[src/spm_pkg.sv]
// shared types, register map, codes and helpers for the spi master port
package spm_pkg;

  localparam int unsigned BYTE_BITS = 8;
  localparam int unsigned EDGE_W    = 5;
  localparam int unsigned PRESC_W   = 7;
  localparam int unsigned ADDR_W    = 5;

  // edges in one byte exchange, minus one
  localparam logic [EDGE_W-1:0] LAST_EDGE = EDGE_W'(2 * BYTE_BITS - 1);

  // spi_mode bits
  localparam int unsigned MODE_CPOL = 1;
  localparam int unsigned MODE_CPHA = 0;

  // register indexes (paddr[4:2])
  localparam logic [2:0] REG_ENABLE = 3'd0;
  localparam logic [2:0] REG_MODE   = 3'd1;
  localparam logic [2:0] REG_LSB    = 3'd2;
  localparam logic [2:0] REG_RATE   = 3'd3;
  localparam logic [2:0] REG_DOUBLE = 3'd4;

  // item kinds
  localparam logic [1:0] KIND_TICK   = 2'd0;
  localparam logic [1:0] KIND_WRITE  = 2'd1;
  localparam logic [1:0] KIND_READ   = 2'd2;
  localparam logic [1:0] KIND_STATUS = 2'd3;

  typedef struct packed {
    logic       port_enable;
    logic [1:0] spi_mode;
    logic       lsb_first;
    logic [1:0] clock_rate_select;
    logic       double_speed;
  } cfg_t;

  typedef struct packed {
    logic [1:0]           kind;
    logic [BYTE_BITS-1:0] write_data;
    logic                 miso_level;
  } item_t;

  typedef struct packed {
    logic                 busy_res;
    logic                 write_collision;
    logic                 transfer_done;
    logic [BYTE_BITS-1:0] read_data;
    logic                 mosi_level;
    logic                 sck_level;
  } result_t;

  // sck half period in clock ticks
  function automatic logic [PRESC_W-1:0] half_period(logic [1:0] sel, logic dbl);
    logic [PRESC_W-1:0] h;
    case (sel)
      2'd0:    h = PRESC_W'(2);
      2'd1:    h = PRESC_W'(8);
      2'd2:    h = PRESC_W'(32);
      default: h = PRESC_W'(64);
    endcase
    return dbl ? (h >> 1) : h;
  endfunction

  function automatic logic [BYTE_BITS-1:0] shift_in(logic [BYTE_BITS-1:0] b,
                                                    logic bit_in, logic lsb);
    if (lsb) begin
      return {bit_in, b[BYTE_BITS-1:1]};
    end
    return {b[BYTE_BITS-2:0], bit_in};
  endfunction

endpackage

[src/spm_regs.sv]
// apb configuration registers of the spi master port
module spm_regs (
  input  logic                       clk_i,
  input  logic                       rst_ni,
  input  logic                       psel,
  input  logic                       penable,
  input  logic                       pwrite,
  input  logic [spm_pkg::ADDR_W-1:0] paddr,
  input  logic [31:0]                pwdata,
  output logic [31:0]                prdata,
  output logic                       pready,
  output spm_pkg::cfg_t              cfg_o,
  output logic                       abort_o
);

  spm_pkg::cfg_t cfg_q, cfg_d;
  logic          wr_en;
  logic [2:0]    reg_idx;

  assign pready  = 1'b1;
  assign reg_idx = paddr[spm_pkg::ADDR_W-1:2];
  assign wr_en   = psel && penable && pwrite;

  always_comb begin
    cfg_d = cfg_q;
    if (wr_en) begin
      case (reg_idx)
        spm_pkg::REG_ENABLE: cfg_d.port_enable       = pwdata[0];
        spm_pkg::REG_MODE:   cfg_d.spi_mode          = pwdata[1:0];
        spm_pkg::REG_LSB:    cfg_d.lsb_first         = pwdata[0];
        spm_pkg::REG_RATE:   cfg_d.clock_rate_select = pwdata[1:0];
        spm_pkg::REG_DOUBLE: cfg_d.double_speed      = pwdata[0];
        default: ;
      endcase
    end
  end

  // disabling the port kills any exchange in flight
  assign abort_o = wr_en && (reg_idx == spm_pkg::REG_ENABLE) && !pwdata[0];

  always_comb begin
    case (reg_idx)
      spm_pkg::REG_ENABLE: prdata = {31'd0, cfg_q.port_enable};
      spm_pkg::REG_MODE:   prdata = {30'd0, cfg_q.spi_mode};
      spm_pkg::REG_LSB:    prdata = {31'd0, cfg_q.lsb_first};
      spm_pkg::REG_RATE:   prdata = {30'd0, cfg_q.clock_rate_select};
      spm_pkg::REG_DOUBLE: prdata = {31'd0, cfg_q.double_speed};
      default:             prdata = 32'd0;
    endcase
  end

  always_ff @(posedge clk_i or negedge rst_ni) begin
    if (!rst_ni) begin
      cfg_q <= '{port_enable: 1'b0, spi_mode: 2'd0, lsb_first: 1'b0,
                 clock_rate_select: 2'd1, double_speed: 1'b0};
    end else begin
      cfg_q <= cfg_d;
    end
  end

  assign cfg_o = cfg_q;

endmodule

[src/spm_core.sv]
// spi engine state and the single-pass update for one transaction
module spm_core (
  input  logic             clk_i,
  input  logic             rst_ni,
  input  logic             step_i,
  input  spm_pkg::item_t   item_i,
  input  spm_pkg::cfg_t    cfg_i,
  input  logic             abort_i,
  output spm_pkg::result_t res_o
);

  logic [spm_pkg::PRESC_W-1:0]   pc_q, pc_d;
  logic [spm_pkg::EDGE_W-1:0]    ec_q, ec_d;
  logic [spm_pkg::BYTE_BITS-1:0] sb_q, sb_d;
  logic [spm_pkg::BYTE_BITS-1:0] rb_q, rb_d;
  logic cl_q, cl_d;
  logic act_q, act_d;
  logic done_q, done_d;
  logic coll_q, coll_d;
  logic arm_q, arm_d;
  logic smp_q, smp_d;

  logic [spm_pkg::PRESC_W-1:0] half;
  logic [spm_pkg::PRESC_W:0]   pc_inc;
  logic cpol, cpha, lsb, leading, last;

  assign cpol    = cfg_i.spi_mode[spm_pkg::MODE_CPOL];
  assign cpha    = cfg_i.spi_mode[spm_pkg::MODE_CPHA];
  assign lsb     = cfg_i.lsb_first;
  assign half    = spm_pkg::half_period(cfg_i.clock_rate_select, cfg_i.double_speed);
  assign pc_inc  = {1'b0, pc_q} + 1'b1;
  assign leading = !ec_q[0];
  assign last    = (ec_q >= spm_pkg::LAST_EDGE);

  always_comb begin
    pc_d   = pc_q;
    ec_d   = ec_q;
    sb_d   = sb_q;
    rb_d   = rb_q;
    cl_d   = cl_q;
    act_d  = act_q;
    done_d = done_q;
    coll_d = coll_q;
    arm_d  = arm_q;
    smp_d  = smp_q;
    case (item_i.kind)
      spm_pkg::KIND_TICK: begin
        if (act_q && cfg_i.port_enable) begin
          if (pc_inc >= {1'b0, half}) begin
            pc_d = '0;
            cl_d = ~cl_q;
            if (!cpha) begin
              if (leading) begin
                smp_d = item_i.miso_level;
              end else begin
                sb_d = spm_pkg::shift_in(sb_q, smp_q, lsb);
              end
            end else begin
              if (leading) begin
                if (ec_q != '0) begin
                  sb_d = spm_pkg::shift_in(sb_q, smp_q, lsb);
                end
              end else begin
                smp_d = item_i.miso_level;
                // final trailing edge shifts the fresh sample straight in
                if (last) begin
                  sb_d = spm_pkg::shift_in(sb_q, item_i.miso_level, lsb);
                end
              end
            end
            if (last) begin
              rb_d   = sb_d;
              done_d = 1'b1;
              act_d  = 1'b0;
              ec_d   = '0;
            end else begin
              ec_d = ec_q + 1'b1;
            end
          end else begin
            pc_d = pc_inc[spm_pkg::PRESC_W-1:0];
          end
        end
      end
      spm_pkg::KIND_WRITE: begin
        if (arm_q) begin
          done_d = 1'b0;
          coll_d = 1'b0;
        end
        arm_d = 1'b0;
        if (cfg_i.port_enable) begin
          if (act_q) begin
            coll_d = 1'b1;
          end else begin
            sb_d  = item_i.write_data;
            act_d = 1'b1;
            pc_d  = '0;
            ec_d  = '0;
            cl_d  = cpol;
          end
        end
      end
      spm_pkg::KIND_READ: begin
        if (arm_q) begin
          done_d = 1'b0;
          coll_d = 1'b0;
        end
        arm_d = 1'b0;
      end
      default: begin
        arm_d = done_q;
      end
    endcase
  end

  always_comb begin
    res_o.sck_level       = act_d ? cl_d : cpol;
    res_o.mosi_level      = lsb ? sb_d[0] : sb_d[spm_pkg::BYTE_BITS-1];
    res_o.read_data       = rb_d;
    res_o.transfer_done   = done_d;
    res_o.write_collision = coll_d;
    res_o.busy_res        = act_d;
  end

  always_ff @(posedge clk_i or negedge rst_ni) begin
    if (!rst_ni) begin
      pc_q   <= '0;
      ec_q   <= '0;
      sb_q   <= '0;
      rb_q   <= '0;
      cl_q   <= 1'b0;
      act_q  <= 1'b0;
      done_q <= 1'b0;
      coll_q <= 1'b0;
      arm_q  <= 1'b0;
      smp_q  <= 1'b0;
    end else if (abort_i) begin
      act_q <= 1'b0;
      pc_q  <= '0;
      ec_q  <= '0;
      cl_q  <= cpol;
    end else if (step_i) begin
      pc_q   <= pc_d;
      ec_q   <= ec_d;
      sb_q   <= sb_d;
      rb_q   <= rb_d;
      cl_q   <= cl_d;
      act_q  <= act_d;
      done_q <= done_d;
      coll_q <= coll_d;
      arm_q  <= arm_d;
      smp_q  <= smp_d;
    end
  end

  // counters rest at zero whenever no exchange runs
  assert property (@(posedge clk_i) disable iff (!rst_ni)
    !act_q |-> (ec_q == '0) && (pc_q == '0))
    else $error("counters not cleared while idle");

  assert property (@(posedge clk_i) disable iff (!rst_ni)
    (ec_q <= spm_pkg::LAST_EDGE) && (pc_q < spm_pkg::PRESC_W'(64)))
    else $error("edge or prescale count out of range");

  // done only rises when an exchange finishes
  assert property (@(posedge clk_i) disable iff (!rst_ni)
    $rose(done_q) |-> $past(act_q) && !act_q && $past(step_i))
    else $error("done set without a completed exchange");

  assert property (@(posedge clk_i) disable iff (!rst_ni)
    $rose(act_q) |-> $past(cfg_i.port_enable) && $past(item_i.kind) == spm_pkg::KIND_WRITE)
    else $error("exchange started without an enabled data write");

endmodule

[src/spi_master_port.sv]
// spi master port top level: stream pipeline around the spi engine
//
// Byte-wide spi master. Each slave-side transaction is one item: tuser
// carries the kind (clock tick, data write, data read, status read) and
// tdata the byte to send and the sampled miso level. Every item gives one
// master-side transaction with the sck and mosi levels, the last received
// byte, the done and collision flags and the busy bit.
// Configuration (enable, mode, bit order, rate select, double speed) is
// written over the apb port, register i at byte address 4*i.
// Each accepted item goes from the input register into the result register.
// Throughput: one item per cycle while the receiver takes results; the
// whole state update is one pass of logic between the input register and
// the result register. Reset clears the control and engine state but not
// the input and result data; rate select resets to 1, everything else to 0.
// When the receiver stalls the result register holds and the input
// register fills, after which tready drops until results drain.
module spi_master_port (
  input  logic                       clk_i,
  input  logic                       rst_ni,
  input  logic                       s_axis_tvalid,
  output logic                       s_axis_tready,
  input  logic [15:0]                s_axis_tdata,  // write_data[7:0], miso_level[8]
  input  logic [1:0]                 s_axis_tuser,  // kind[1:0]
  output logic                       m_axis_tvalid,
  input  logic                       m_axis_tready,
  // sck_level[0], mosi_level[1], read_data[9:2], transfer_done[10],
  // write_collision[11], busy_res[12]
  output logic [15:0]                m_axis_tdata,
  input  logic                       psel,
  input  logic                       penable,
  input  logic                       pwrite,
  input  logic [spm_pkg::ADDR_W-1:0] paddr,
  input  logic [31:0]                pwdata,
  output logic [31:0]                prdata,
  output logic                       pready
);

  spm_pkg::cfg_t    cfg;
  spm_pkg::item_t   item_q;
  spm_pkg::result_t res, res_q;
  logic in_vld_q, out_vld_q, advance, step, abort;

  spm_regs u_regs (
    .clk_i   (clk_i),
    .rst_ni  (rst_ni),
    .psel    (psel),
    .penable (penable),
    .pwrite  (pwrite),
    .paddr   (paddr),
    .pwdata  (pwdata),
    .prdata  (prdata),
    .pready  (pready),
    .cfg_o   (cfg),
    .abort_o (abort)
  );

  assign advance       = !out_vld_q || m_axis_tready;
  assign step          = in_vld_q && advance;
  assign s_axis_tready = !in_vld_q || advance;

  spm_core u_core (
    .clk_i   (clk_i),
    .rst_ni  (rst_ni),
    .step_i  (step),
    .item_i  (item_q),
    .cfg_i   (cfg),
    .abort_i (abort),
    .res_o   (res)
  );

  always_ff @(posedge clk_i or negedge rst_ni) begin
    if (!rst_ni) begin
      in_vld_q  <= 1'b0;
      out_vld_q <= 1'b0;
    end else begin
      if (s_axis_tready) begin
        in_vld_q <= s_axis_tvalid;
      end
      if (advance) begin
        out_vld_q <= in_vld_q;
      end
    end
  end

  always_ff @(posedge clk_i) begin
    if (s_axis_tvalid && s_axis_tready) begin
      item_q.kind       <= s_axis_tuser;
      item_q.write_data <= s_axis_tdata[spm_pkg::BYTE_BITS-1:0];
      item_q.miso_level <= s_axis_tdata[spm_pkg::BYTE_BITS];
    end
    if (step) begin
      res_q <= res;
    end
  end

  assign m_axis_tvalid = out_vld_q;
  assign m_axis_tdata  = {3'd0, res_q};

endmodule

[config.mk]
export PLATFORM = sky130hd
export DESIGN_NAME = spi_master_port
export DESIGN_NICKNAME = d
export VERILOG_FILES = /design/src/spm_pkg.sv /design/src/spm_regs.sv /design/src/spm_core.sv /design/src/spi_master_port.sv
export SDC_FILE = /design/constraint.sdc
export NUM_CORES = 1
export LEC_CHECK = 0
export CAP_MARGIN = 0
export CORE_MARGIN = 1
export CORE_UTILIZATION = 60
export DETAILED_ROUTE_END_ITERATION = 8
export DONT_BUFFER_PORTS = 1
export GPL_ROUTABILITY_DRIVEN = 0
export PLACE_DENSITY_LB_ADDON = 0.12
export SLEW_MARGIN = 20
export SYNTH_ARGS = -nofsm -noshare
export SYNTH_HDL_FRONTEND = slang
export SYNTH_SLANG_ARGS = --single-unit
export TNS_END_PERCENT = 100
[constraint.sdc]
create_clock -name clk_i -period 3.3 [get_ports clk_i]
set_input_delay 0.33 -clock clk_i [delete_from_list [all_inputs] [get_ports clk_i]]
set_output_delay 0.33 -clock clk_i [all_outputs]
set_load 0.005 [all_outputs]
==> reports/qor.yml, run 1 <==
synthesis:
  synthXorXnorAreaFrac_pct: 1.46
  syn_area_mm2: 0.00420
  synth_top_family_by_area: "compound AO/OA/AOI/OAI gates"
  yosysTopAreaCell: "dfrtp_1"
  synth-seq-area-share_pct: 42.8
  synth-seq-cells: 67
  synthCells: 388
  muxShareOfSynthArea_pct: 12.8
  synth_compound_gate_area_share_pct: 13.9
  synth_async_sr_flop_share_pct: 64.2
  synth_adder_area_share_pct: 4.47
  netlist.area_leader.share_pct: 25.0
  synth_edf_count: 24
  synth_cell_types: 71
  yosysWarnings: 0
  avgSynthCellArea_um2: 10.8
  ys.flop_type: "dfrtp_1"
  synth_area_leaders: "dfrtp_1 (25%), edfxtp_1 (17%), mux2_2 (9.7%)"
  synth_simple_gate_area_share_pct: 13.3
power_and_ir_drop:
  ir_worst_vdd_v: 0.000370
  p_sw_w: 0.000996
  seqPwrFrac_pct: 40.7
  p_clk_share_pct: 28.7
  p_leak_nw: 1.88
  sw_frac_of_total_pct: 33.9
  power_frac_comb_pct: 30.5
  pwr_density_cell_mw_per_mm2: 675
  p_int_w: 0.00194
grt:
  grt_max_degree: 44
  overflow: 0
  track_usage_pct: 23.3
  antenna_found_initial: 0
  grt_first_pass_wirelength_um: 13000
  grt_pass1_vias: 2654
die:
  dieArea_mm2: 0.00733
  dieWidth_um: 85.6
  initial_utilization_pct: 62.1
  num_io_pins: 113
  die_h_um: 85.6
  placementRows: 30
  coreArea_mm2: 0.00676
routing:
  num_vias: 2790
  wire_per_inst_um: 16.8
  drc_errors: 0
  final_antenna_net_count: 0
  drt_wl_total_um: 7910
  drtIter0Drc: 181
  viasPerCell: 5.92
  dr.pass1.iters: 4
final_layout:
  syn_to_final_growth_pct: 3.58
  drive_above_1_share_pct: 19.9
  final_util_pct: 64.3
  final_nets: 463
  n_antenna_cell: 0
  fillers: 550
timing:
  clock.fmax_mhz: 318
  finalHoldViolations: 0
  finalSetupViolCount: 0
  tightest_slew_ns: 0.652
  timing.final.crit_share_pct: 95.3
  finalMaxSlewViolations: 0
  skew_ns: 0.00713
  tns_ns: 0
  rsz0062_at_grt: "false"
  period_needed_ns: 3.14
  max-slew-margin-rel_pct: 55.4
cts:
  clockRootBuffer: "clkbuf_8"
  cts_made_buffers: 9
  cts_tree: "built"
  clk_pin_slew_ns: 0.08
  h-tree-depth: 3
  cts_buffer_depth: 2
  clock_latency_ns: 0.34
  cts_num_sinks: 67
worst_setup_path:
  cp-end-kind: "register"
  path_class: "register to register"
  worstPathRequired_ns: 3.40
  critPathLaunchType: "register"
  worstPathMaxFanout: 11
  r2r_cells: 7
  critPathArrivalTime_ns: 3.24
status:
  status: "finished, final reports clean"
flow_run:
  drv_cap: 0
placed_design:
  dp_hpwl_um: 5490
  numPortBuffers: 0
hold_path:
  holdPathStages: 0
  hold_path_class: "primary input to register"
==> cell type report <==
cell class              count  area [µm²]  area share, %
multi-input cells         286        2070           47.5
flip-flops and latches     67        1800           41.4
clock buffers               9         124           2.85
clock inverters             7         124           2.85
well taps                  80         100           2.30
repair buffers              8        82.6           1.90
inverters                  14        52.6           1.21
==> final timing paths <==
kind / from / to / slack [ns]
worst max-delay path: u_regs.cfg_o[1]$_DFFE_PN1P_ / m_axis_tdata[6]$_DFFE_PP_ / 0.16
worst min-delay path: s_axis_tdata[1] / item_q[2]$_DFFE_PP_ / 0.08
worst max register to register: u_regs.cfg_o[1]$_DFFE_PN1P_ / m_axis_tdata[6]$_DFFE_PP_ / 0.16
worst min register to register: u_core.rb_q[4]$_DFFE_PN0P_ / u_core.rb_q[4]$_DFFE_PN0P_ / 0.51
max in group asynchronous: rst_ni / u_regs.cfg_o[1]$_DFFE_PN1P_ / 2.56
min in group asynchronous: rst_ni / u_core.pc_q[2]$_DFFE_PN0P_ / 0.48
==> worst max-delay path, cell delays in order, from the launching register on <==
cell,delay [ns]
dfstp_2,0.63
or3b_2,0.46
ha_1,0.20
a2111oi_0,0.53
nor3_1,0.21
o2111ai_1,0.25
buf_4,0.26
mux2_2,0.36
==> per-layer routing <==
metal	GRT usage (%)	routed length, µm	vias up	share of wire [%]
li1	-	-	1355	-
met1	32.2	3860	1338	49
met2	35.6	3600	85	46
met3	5.68	295	12	3.7
met4	9.39	157	0	2.0
met5	0	0	-	0
==> timing repair <==
action / in CTS / in global routing
hold buffers: 2 / 0
endpoints found under the setup margin: 0 / 13
setup buffers: 0 / 0
hold endpoints to repair: 43 / 0
resized for setup: 0 / 2
==> flip-flops by register name (all words and copies together), names as in the netlist <==
name,cells
m_axis_tdata,13
u_regs.cfg_o,7
u_core.coll_q,1
u_core.cl_q,1
u_core.pc_q,7
u_core.sb_q,8
item_q,11
in_vld_q,1
u_core.act_q,1
u_core.ec_q,5
u_core.rb_q,8
u_core.arm_q,1
u_core.smp_q,1
m_axis_tvalid,1
u_core.done_q,1
==> layout by cell type (no fill, tap or decap), types with 3 or more instances in the layout <==
cell type / count
a31oi_1: 3
a21oi_1: 14
inv_1: 14
xnor2_1: 5
nand2b_1: 7
bufinv_16: 3
nand2_1: 23
o31ai_1: 4
dfrtp_1: 42
and3_1: 4
nor2_1: 26
nor3b_1: 3
mux2i_1: 8
and2_1: 4
nand3_1: 9
ha_1: 15
nand4_1: 3
edfxtp_1: 24
buf_4: 6
o21ai_0: 12
mux2_2: 36
a32o_1: 6
nor3_1: 4
a21o_1: 3
conb_1: 34
nand3b_1: 5
clkbuf_8: 9
a32oi_1: 6
==> stage by stage <==
step / area (µm²) / power [W] / hold WS (ns) / std cells / setup slack (ns)
floorplan: 4320 / 0.00194 / 0.0344 / 420 / 0.354
global placement: 4050 / 0.00205 / 0.0355 / 453 / 0.117
detailed placement: 4050 / 0.00208 / 0.0353 / 453 / 0.0756
CTS: 4340 / 0.00294 / 0.0634 / 471 / 0.0542
global route: 4350 / 0.00311 / 0.0424 / 471 / 0.0125
finish: 4350 / 0.00294 / 0.0762 / 471 / 0.157
==> cells by family after synthesis <==
group,Yosys count
compound gates,78
flops,67
xor+xnor,7
simple gates,105
buf+inv,67
other cells,2
mux,47
fa+ha+maj,15
==> synthesized netlist by cell type (2+ instances only) <==
library cell / number
clkbuf_8: 6
a32o_1: 6
nand2b_1: 7
o21ai_0: 12
nand2_1: 23
a32oi_1: 6
o22ai_1: 2
and3_1: 4
nor3_1: 4
o221ai_1: 2
or3_1: 2
and2_1: 4
nor3b_1: 3
mux2i_1: 8
o21a_1: 2
inv_1: 14
nand3_1: 9
dfrtp_1: 42
xnor2_1: 5
a211oi_1: 2
nand4_1: 3
a22o_1: 2
buf_4: 36
mux2_2: 36
a41o_1: 2
mux2_4: 2
a31oi_1: 4
clkbuf_1: 7
and3_2: 2
nor2_2: 2
conb_1: 2
xor2_1: 2
o2111a_1: 2
ha_1: 15
edfxtp_1: 24
a21o_1: 3
nor2_1: 26
o211ai_1: 2
a21oi_1: 14
nand3b_1: 5
o31ai_1: 4
==> power groups by stage <==
stage | combinational, W | clock [W] | sequential [W]
finish | 0.000896 | 0.000844 | 0.00120
global route | 0.000993 | 0.000895 | 0.00122
CTS | 0.000891 | 0.000853 | 0.00119
detailed placement | 0.000868 | 0 | 0.00121
global placement | 0.000848 | 0 | 0.00120
floorplan | 0.000843 | 0 | 0.00110
Note: power is estimated with default switching activity, not from simulation.
==> inputs of run 2 (changes only) <==
--- a/config.mk
+++ b/config.mk
@@ -5,13 +5,13 @@
 export SDC_FILE = /design/constraint.sdc
 export NUM_CORES = 1
 export LEC_CHECK = 0
-export CAP_MARGIN = 0
 export CORE_MARGIN = 1
 export CORE_UTILIZATION = 60
 export DETAILED_ROUTE_END_ITERATION = 8
 export DONT_BUFFER_PORTS = 1
 export GPL_ROUTABILITY_DRIVEN = 0
 export PLACE_DENSITY_LB_ADDON = 0.12
+export SETUP_SLACK_MARGIN = 0.5
 export SLEW_MARGIN = 20
 export SYNTH_ARGS = -nofsm -noshare
 export SYNTH_HDL_FRONTEND = slang
==> reports/qor.yml, run 2 (synthesis gave the netlist of run 1 again) <==
die:
  placementRows: 30
  initial_utilization_pct: 62.1
  num_io_pins: 113
  dieWidth_um: 85.6
  dieArea_mm2: 0.00733
  die_h_um: 85.6
  coreArea_mm2: 0.00676
worst_setup_path:
  worstPathRequired_ns: 3.53
  critPathArrivalTime_ns: 3.04
  reg2reg_from: "u_core.pc_q[1]$_DFFE_PN0P_"
  critical_path.max_stage_delay_ns: 0.45
  cp-end-kind: "register"
  crit_slowest_cell: "dfrtp_1"
  worstPathCellList: "and3_4 -> nand3_4 -> xnor2_4 -> ha_4 -> a21o_1 -> a21oi_2 -> o21ai_4 -> o2111ai_4 -> buf_12 -> nor2_4 -> buf_8 -> mux2_4"
  critPathTopFamily: "compound AO/OA/AOI/OAI gates"
  path_class: "register to register"
  worstReg2RegEnd: "u_core.rb_q[7]$_DFFE_PN0P_"
  r2r_cells: 12
  worst-path-buf-inv: 2
  critPathLaunchType: "register"
  rrSetupSlack_ns: 0.49
  worstPathMaxFanout: 8
  cp-startpoint: "u_core.pc_q[1]$_DFFE_PN0P_"
hold_path:
  hold_path_end: "item_q[5]$_DFFE_PP_"
  hold_path_class: "primary input to register"
  holdPathStages: 0
  hp-start: "s_axis_tdata[4]"
grt:
  track_usage_pct: 23.4
  grt_pass1_vias: 2645
  grt_first_pass_wirelength_um: 13000
  grt_max_degree: 44
  antenna_found_initial: 0
  overflow: 0
cts:
  clockRootBuffer: "clkbuf_8"
  cts_made_buffers: 9
  cts_buffer_depth: 2
  cts_num_sinks: 67
  h-tree-depth: 3
  clk_pin_slew_ns: 0.07
  cts_tree: "built"
  clock_latency_ns: 0.36
timing:
  finalMaxSlewViolations: 0
  max-slew-margin-rel_pct: 57.2
  finalSetupViolCount: 0
  timing.final.crit_share_pct: 85.1
  tns_ns: 0
  finalHoldViolations: 0
  period_needed_ns: 2.81
  clock.fmax_mhz: 356
  rsz0062_at_grt: "true"
  tightest_slew_ns: 0.643
  skew_ns: 0.0127
final_layout:
  layout_common_cells: "dfrtp_1 (39), conb_1 (34), mux2_2 (28), nor2_1 (25), edfxtp_1 (24)"
  syn_to_final_growth_pct: 12.5
  n_antenna_cell: 0
  layout_commonest_cell: "dfrtp_1"
  multi_input_area_mm2: 0.00233
  stdcell_area_mm2: 0.00472
  final_util_pct: 69.9
  drive_above_1_share_pct: 28.6
  largest_reg_flops: 13
  fillers: 495
  final_nets: 478
  regArea_mm2: 0.00180
placed_design:
  numPortBuffers: 0
  placedInstanceArea_mm2: 0.00408
  dp_hpwl_um: 5400
flow_run:
  drv_cap: 0
status:
  status: "finished, final reports clean"
routing:
  drtIter0Drc: 136
  final_antenna_net_count: 0
  wire_per_inst_um: 17.7
  viasPerCell: 6.08
  drc_errors: 0
  dr.pass1.iters: 5
  num_vias: 2953
  drt_wl_total_um: 8600
power_and_ir_drop:
  ir_worst_vdd_v: 0.000355
  power_w: 0.00299
  p_leak_nw: 2.01
  pwr_density_cell_mw_per_mm2: 634
[run 2: layout make-up]
cell class | instances | area share (%)
Timing Repair Buffer | 23 | 5.14
Clock inverter | 7 | 1.43
Clock buffer | 9 | 2.62
Inverter | 14 | 1.11
Multi-Input combinational cell | 286 | 49.4
Tap cell | 80 | 2.12
Sequential cell | 67 | 38.2
[run 2: metal layers]
metal	track usage, %	vias up	wire length, µm
met5	0	-	0
met4	7.12	0	77
met3	5.68	7	395
met2	36.6	95	4130
met1	32.4	1466	4000
li1	-	1385	-
[run 2: power by group]
group	switching, W	internal [W]	total [W]
clock	0.000323	0.000346	0.000669
combinational	0.000561	0.000562	0.00112
sequential	0.000194	0.00101	0.00120
total	0.00108	0.00191	0.00299
[run 2: worst max-delay path by stage]
stage,depth (start not counted),endpoint
after CTS,10,u_core.rb_q[1]$_DFFE_PN0P_
final,12,u_core.rb_q[7]$_DFFE_PN0P_
after floorplan,9,u_core.rb_q[0]$_DFFE_PN0P_
after global routing,12,u_core.rb_q[0]$_DFFE_PN0P_
after global placement,10,u_core.rb_q[4]$_DFFE_PN0P_
after detailed placement,10,u_core.rb_q[1]$_DFFE_PN0P_
[run 2: stage by stage]
| stage | hold WS (ns) | setup WS [ns] | std cells |
|---|---|---|---|
| 4_1_cts | 0.0629 | 0.493 | 477 |
| 6_report | 0.0678 | 0.493 | 486 |
| 3_5_place_dp | 0.0354 | 0.275 | 454 |
| 5_1_grt | 0.0464 | 0.405 | 486 |
| 2_1_floorplan | 0.0344 | 0.523 | 420 |
| 3_3_place_gp | 0.0355 | 0.297 | 454 |
[run 2: timing repair]
action	in CTS	in global routing
cloned	0	1
hold buffers	2	0
hold endpoints to repair	43	0
gates resized for setup	8	42
endpoints found under the setup margin	20	26
pin swaps	2	14
buffers inserted	5	8
==> inputs of run 3 (changes only) <==
--- a/config.mk
+++ b/config.mk
@@ -5,6 +5,7 @@
 export SDC_FILE = /design/constraint.sdc
 export NUM_CORES = 1
 export LEC_CHECK = 0
+export CAP_MARGIN = 5
 export CORE_MARGIN = 1
 export CORE_UTILIZATION = 60
 export DETAILED_ROUTE_END_ITERATION = 8
@@ -15,5 +16,6 @@
 export SLEW_MARGIN = 20
 export SYNTH_ARGS = -nofsm -noshare
 export SYNTH_HDL_FRONTEND = slang
+export SYNTH_HIERARCHICAL = 1
 export SYNTH_SLANG_ARGS = --single-unit
 export TNS_END_PERCENT = 100
==> reports/qor.yml, run 3 <==
grt:
  grt_max_degree: 44
  grt_pass1_vias: 3039
  track_usage_pct: 25.7
  overflow: 0
  grt_first_pass_wirelength_um: 14800
  antenna_found_initial: 0
final_layout:
  fillers: 526
  multi_input_area_mm2: 0.00235
  layout_common_cells: "nand2_1 (47), dfrtp_1 (39), conb_1 (34), o21ai_0 (30), edfxtp_1 (24)"
  largest_reg_flops: 13
  syn_to_final_growth_pct: 7.54
  regArea_mm2: 0.00180
  layout_commonest_cell: "nand2_1"
  drive_above_1_share_pct: 19.5
  final_util_pct: 67.9
  final_nets: 519
  n_antenna_cell: 0
  stdcell_area_mm2: 0.00469
timing:
  finalSetupViolCount: 0
  finalMaxSlewViolations: 0
  clock.fmax_mhz: 369
  finalHoldViolations: 0
  skew_ns: 0.00840
  timing.final.crit_share_pct: 82.2
  tightest_slew_ns: 0.805
  fin_hold_ws_ns: 0.0717
  final.setup.worst_slack_ns: 0.587
  max-slew-margin-rel_pct: 46.3
  rsz0062_at_grt: "false"
  period_needed_ns: 2.71
  tns_ns: 0
synthesis:
  synth_async_sr_flop_share_pct: 64.2
  yosysMostFrequentCell: "nand2_1"
  ys.flop_type: "dfrtp_1"
  avgSynthCellArea_um2: 10.0
  synth_edf_count: 24
  synthCells: 436
  synth_area_leaders: "dfrtp_1 (24%), edfxtp_1 (17%), buf_4 (6.4%)"
  yosys-top-cells-count: "nand2_1 (47), dfrtp_1 (42), buf_4 (37)"
  yosysWarnings: 6
  synth_cell_types: 79
  netlist.area_leader.share_pct: 24.1
  yosysTopAreaCell: "dfrtp_1"
  synth-seq-cells: 67
  syn_area_mm2: 0.00436
  synth-seq-area-share_pct: 41.2
routing:
  final_antenna_net_count: 0
  drt_wl_total_um: 8770
  drc_errors: 0
  drtIter0Drc: 192
  wire_per_inst_um: 16.2
  dr.pass1.iters: 4
  num_vias: 3206
  viasPerCell: 5.90
hold_path:
  hold_path_end: "item_q[5]$_DFFE_PP_"
  hp-start: "s_axis_tdata[4]"
  holdPathStages: 0
  hold_path_class: "primary input to register"
worst_setup_path:
  cp-end-kind: "register"
  r2r_cells: 10
  reg2reg_from: "u_core/pc_q[1]$_DFFE_PN0P_"
  path_class: "register to register"
  worstPathRequired_ns: 3.53
  worstReg2RegEnd: "u_core/smp_q$_DFFE_PN0P_"
  critPathLaunchType: "register"
  rrSetupSlack_ns: 0.59
  worstPathMaxFanout: 5
  critPathArrivalTime_ns: 2.94
die:
  dieArea_mm2: 0.00761
  num_io_pins: 113
  initial_utilization_pct: 63.2
  placementRows: 30
  die_h_um: 87.3
  dieWidth_um: 87.3
  coreArea_mm2: 0.00691
placed_design:
  place_ws_ns: 0.337
  placedInstanceArea_mm2: 0.00428
  numPortBuffers: 0
  dp_hpwl_um: 5930
cts:
  clockRootBuffer: "clkbuf_8"
  cts_made_buffers: 9
  clock_latency_ns: 0.35
  cts_buffer_depth: 2
  h-tree-depth: 3
  clk_pin_slew_ns: 0.08
  cts_num_sinks: 67
  cts_tree: "built"
power_and_ir_drop:
  pwr_density_cell_mw_per_mm2: 568
  p_leak_nw: 1.95
  ir_worst_vdd_v: 0.000352
flow_run:
  drv_cap: 0
status:
  status: "finished, final reports clean"
[run 3: changes by cell type after synthesis, sizes merged, moves of 5 or more]
cell     change
a32oi        -5
buf          +8
clkbuf       -8
mux2        -20
nand2       +24
nor2         -6
nor2b        +7
nor3        +11
o21ai       +25
o2bb2ai      +6
[run 3: cell type report]
class                      instances  share of cell area [%]
multi-input combinational        335                    50.1
sequential                        67                    38.4
timing repair buffer              16                    3.65
clock buffer                       9                    2.64
tap                               96                    2.56
clock inverter                     7                    1.63
inverter                          13                    1.04
[run 3: worst max-delay path by stage]
stage,from,to
after global placement,u_core/pc_q[2]$_DFFE_PN0P_,u_core/smp_q$_DFFE_PN0P_
final,u_core/pc_q[1]$_DFFE_PN0P_,u_core/smp_q$_DFFE_PN0P_
after detailed placement,u_core/pc_q[2]$_DFFE_PN0P_,u_core/smp_q$_DFFE_PN0P_
after CTS,u_core/pc_q[2]$_DFFE_PN0P_,m_axis_tdata[9]$_DFFE_PP_
after floorplan,u_core/pc_q[2]$_DFFE_PN0P_,m_axis_tdata[7]$_DFFE_PP_
after global routing,u_core/pc_q[2]$_DFFE_PN0P_,u_core/sb_q[1]$_DFFE_PN0P_
[run 3: critical path: stages, from the launching register on]
cell and delay (ns):
dfrtp_1 0.43, ha_2 0.26, nand3_1 0.11, xnor2_1 0.19
ha_1 0.38, o2111ai_2 0.17, nor2_4 0.22, buf_4 0.16
o211ai_4 0.09, nor3_1 0.22, mux2_1 0.34
[run 3: through the flow]
| step | total power, W | cells |
|---|---|---|
| final | 0.00266 | 543 |
| after global placement | 0.00182 | 517 |
| after CTS | 0.00264 | 541 |
| after floorplan | 0.00173 | 467 |
| after global routing | 0.00282 | 543 |
| after detailed placement | 0.00184 | 517 |
[run 3: logic make-up after synthesis]
family	count (synthesis)	share of synthesized area, %
other	3	0.258
and+or+nand+nor	149	19.0
adders and majority gates	15	4.30
xor gates and xnor gates	7	1.41
muxes	27	7.06
DFF	67	41.2
AOI/OAI and AO/OA	103	17.4
buffers and inverters	65	9.38
[run 3: what timing repair did]
item,4_1_cts,5_1_grt
endpoints found under the setup margin,24,38
endpoints found under the hold margin,43,0
hold buffers,2,0
buffers inserted,6,2
pin swaps,2,3
gates resized for setup,4,15
cloned,0,0
[run 3: report_power, final]
part           internal, W  switching [W]  total (W)
sequential        0.000955       0.000130    0.00109
combinational     0.000400       0.000491   0.000891
clock             0.000353       0.000333   0.000687
total              0.00171       0.000954    0.00266
[run 3: metal layers]
layer  GRT usage (%)  share of wire, %
met1            35.6                45
met2            39.2                47
met3            4.83               5.9
met4            11.5               1.8
met5               0                 0
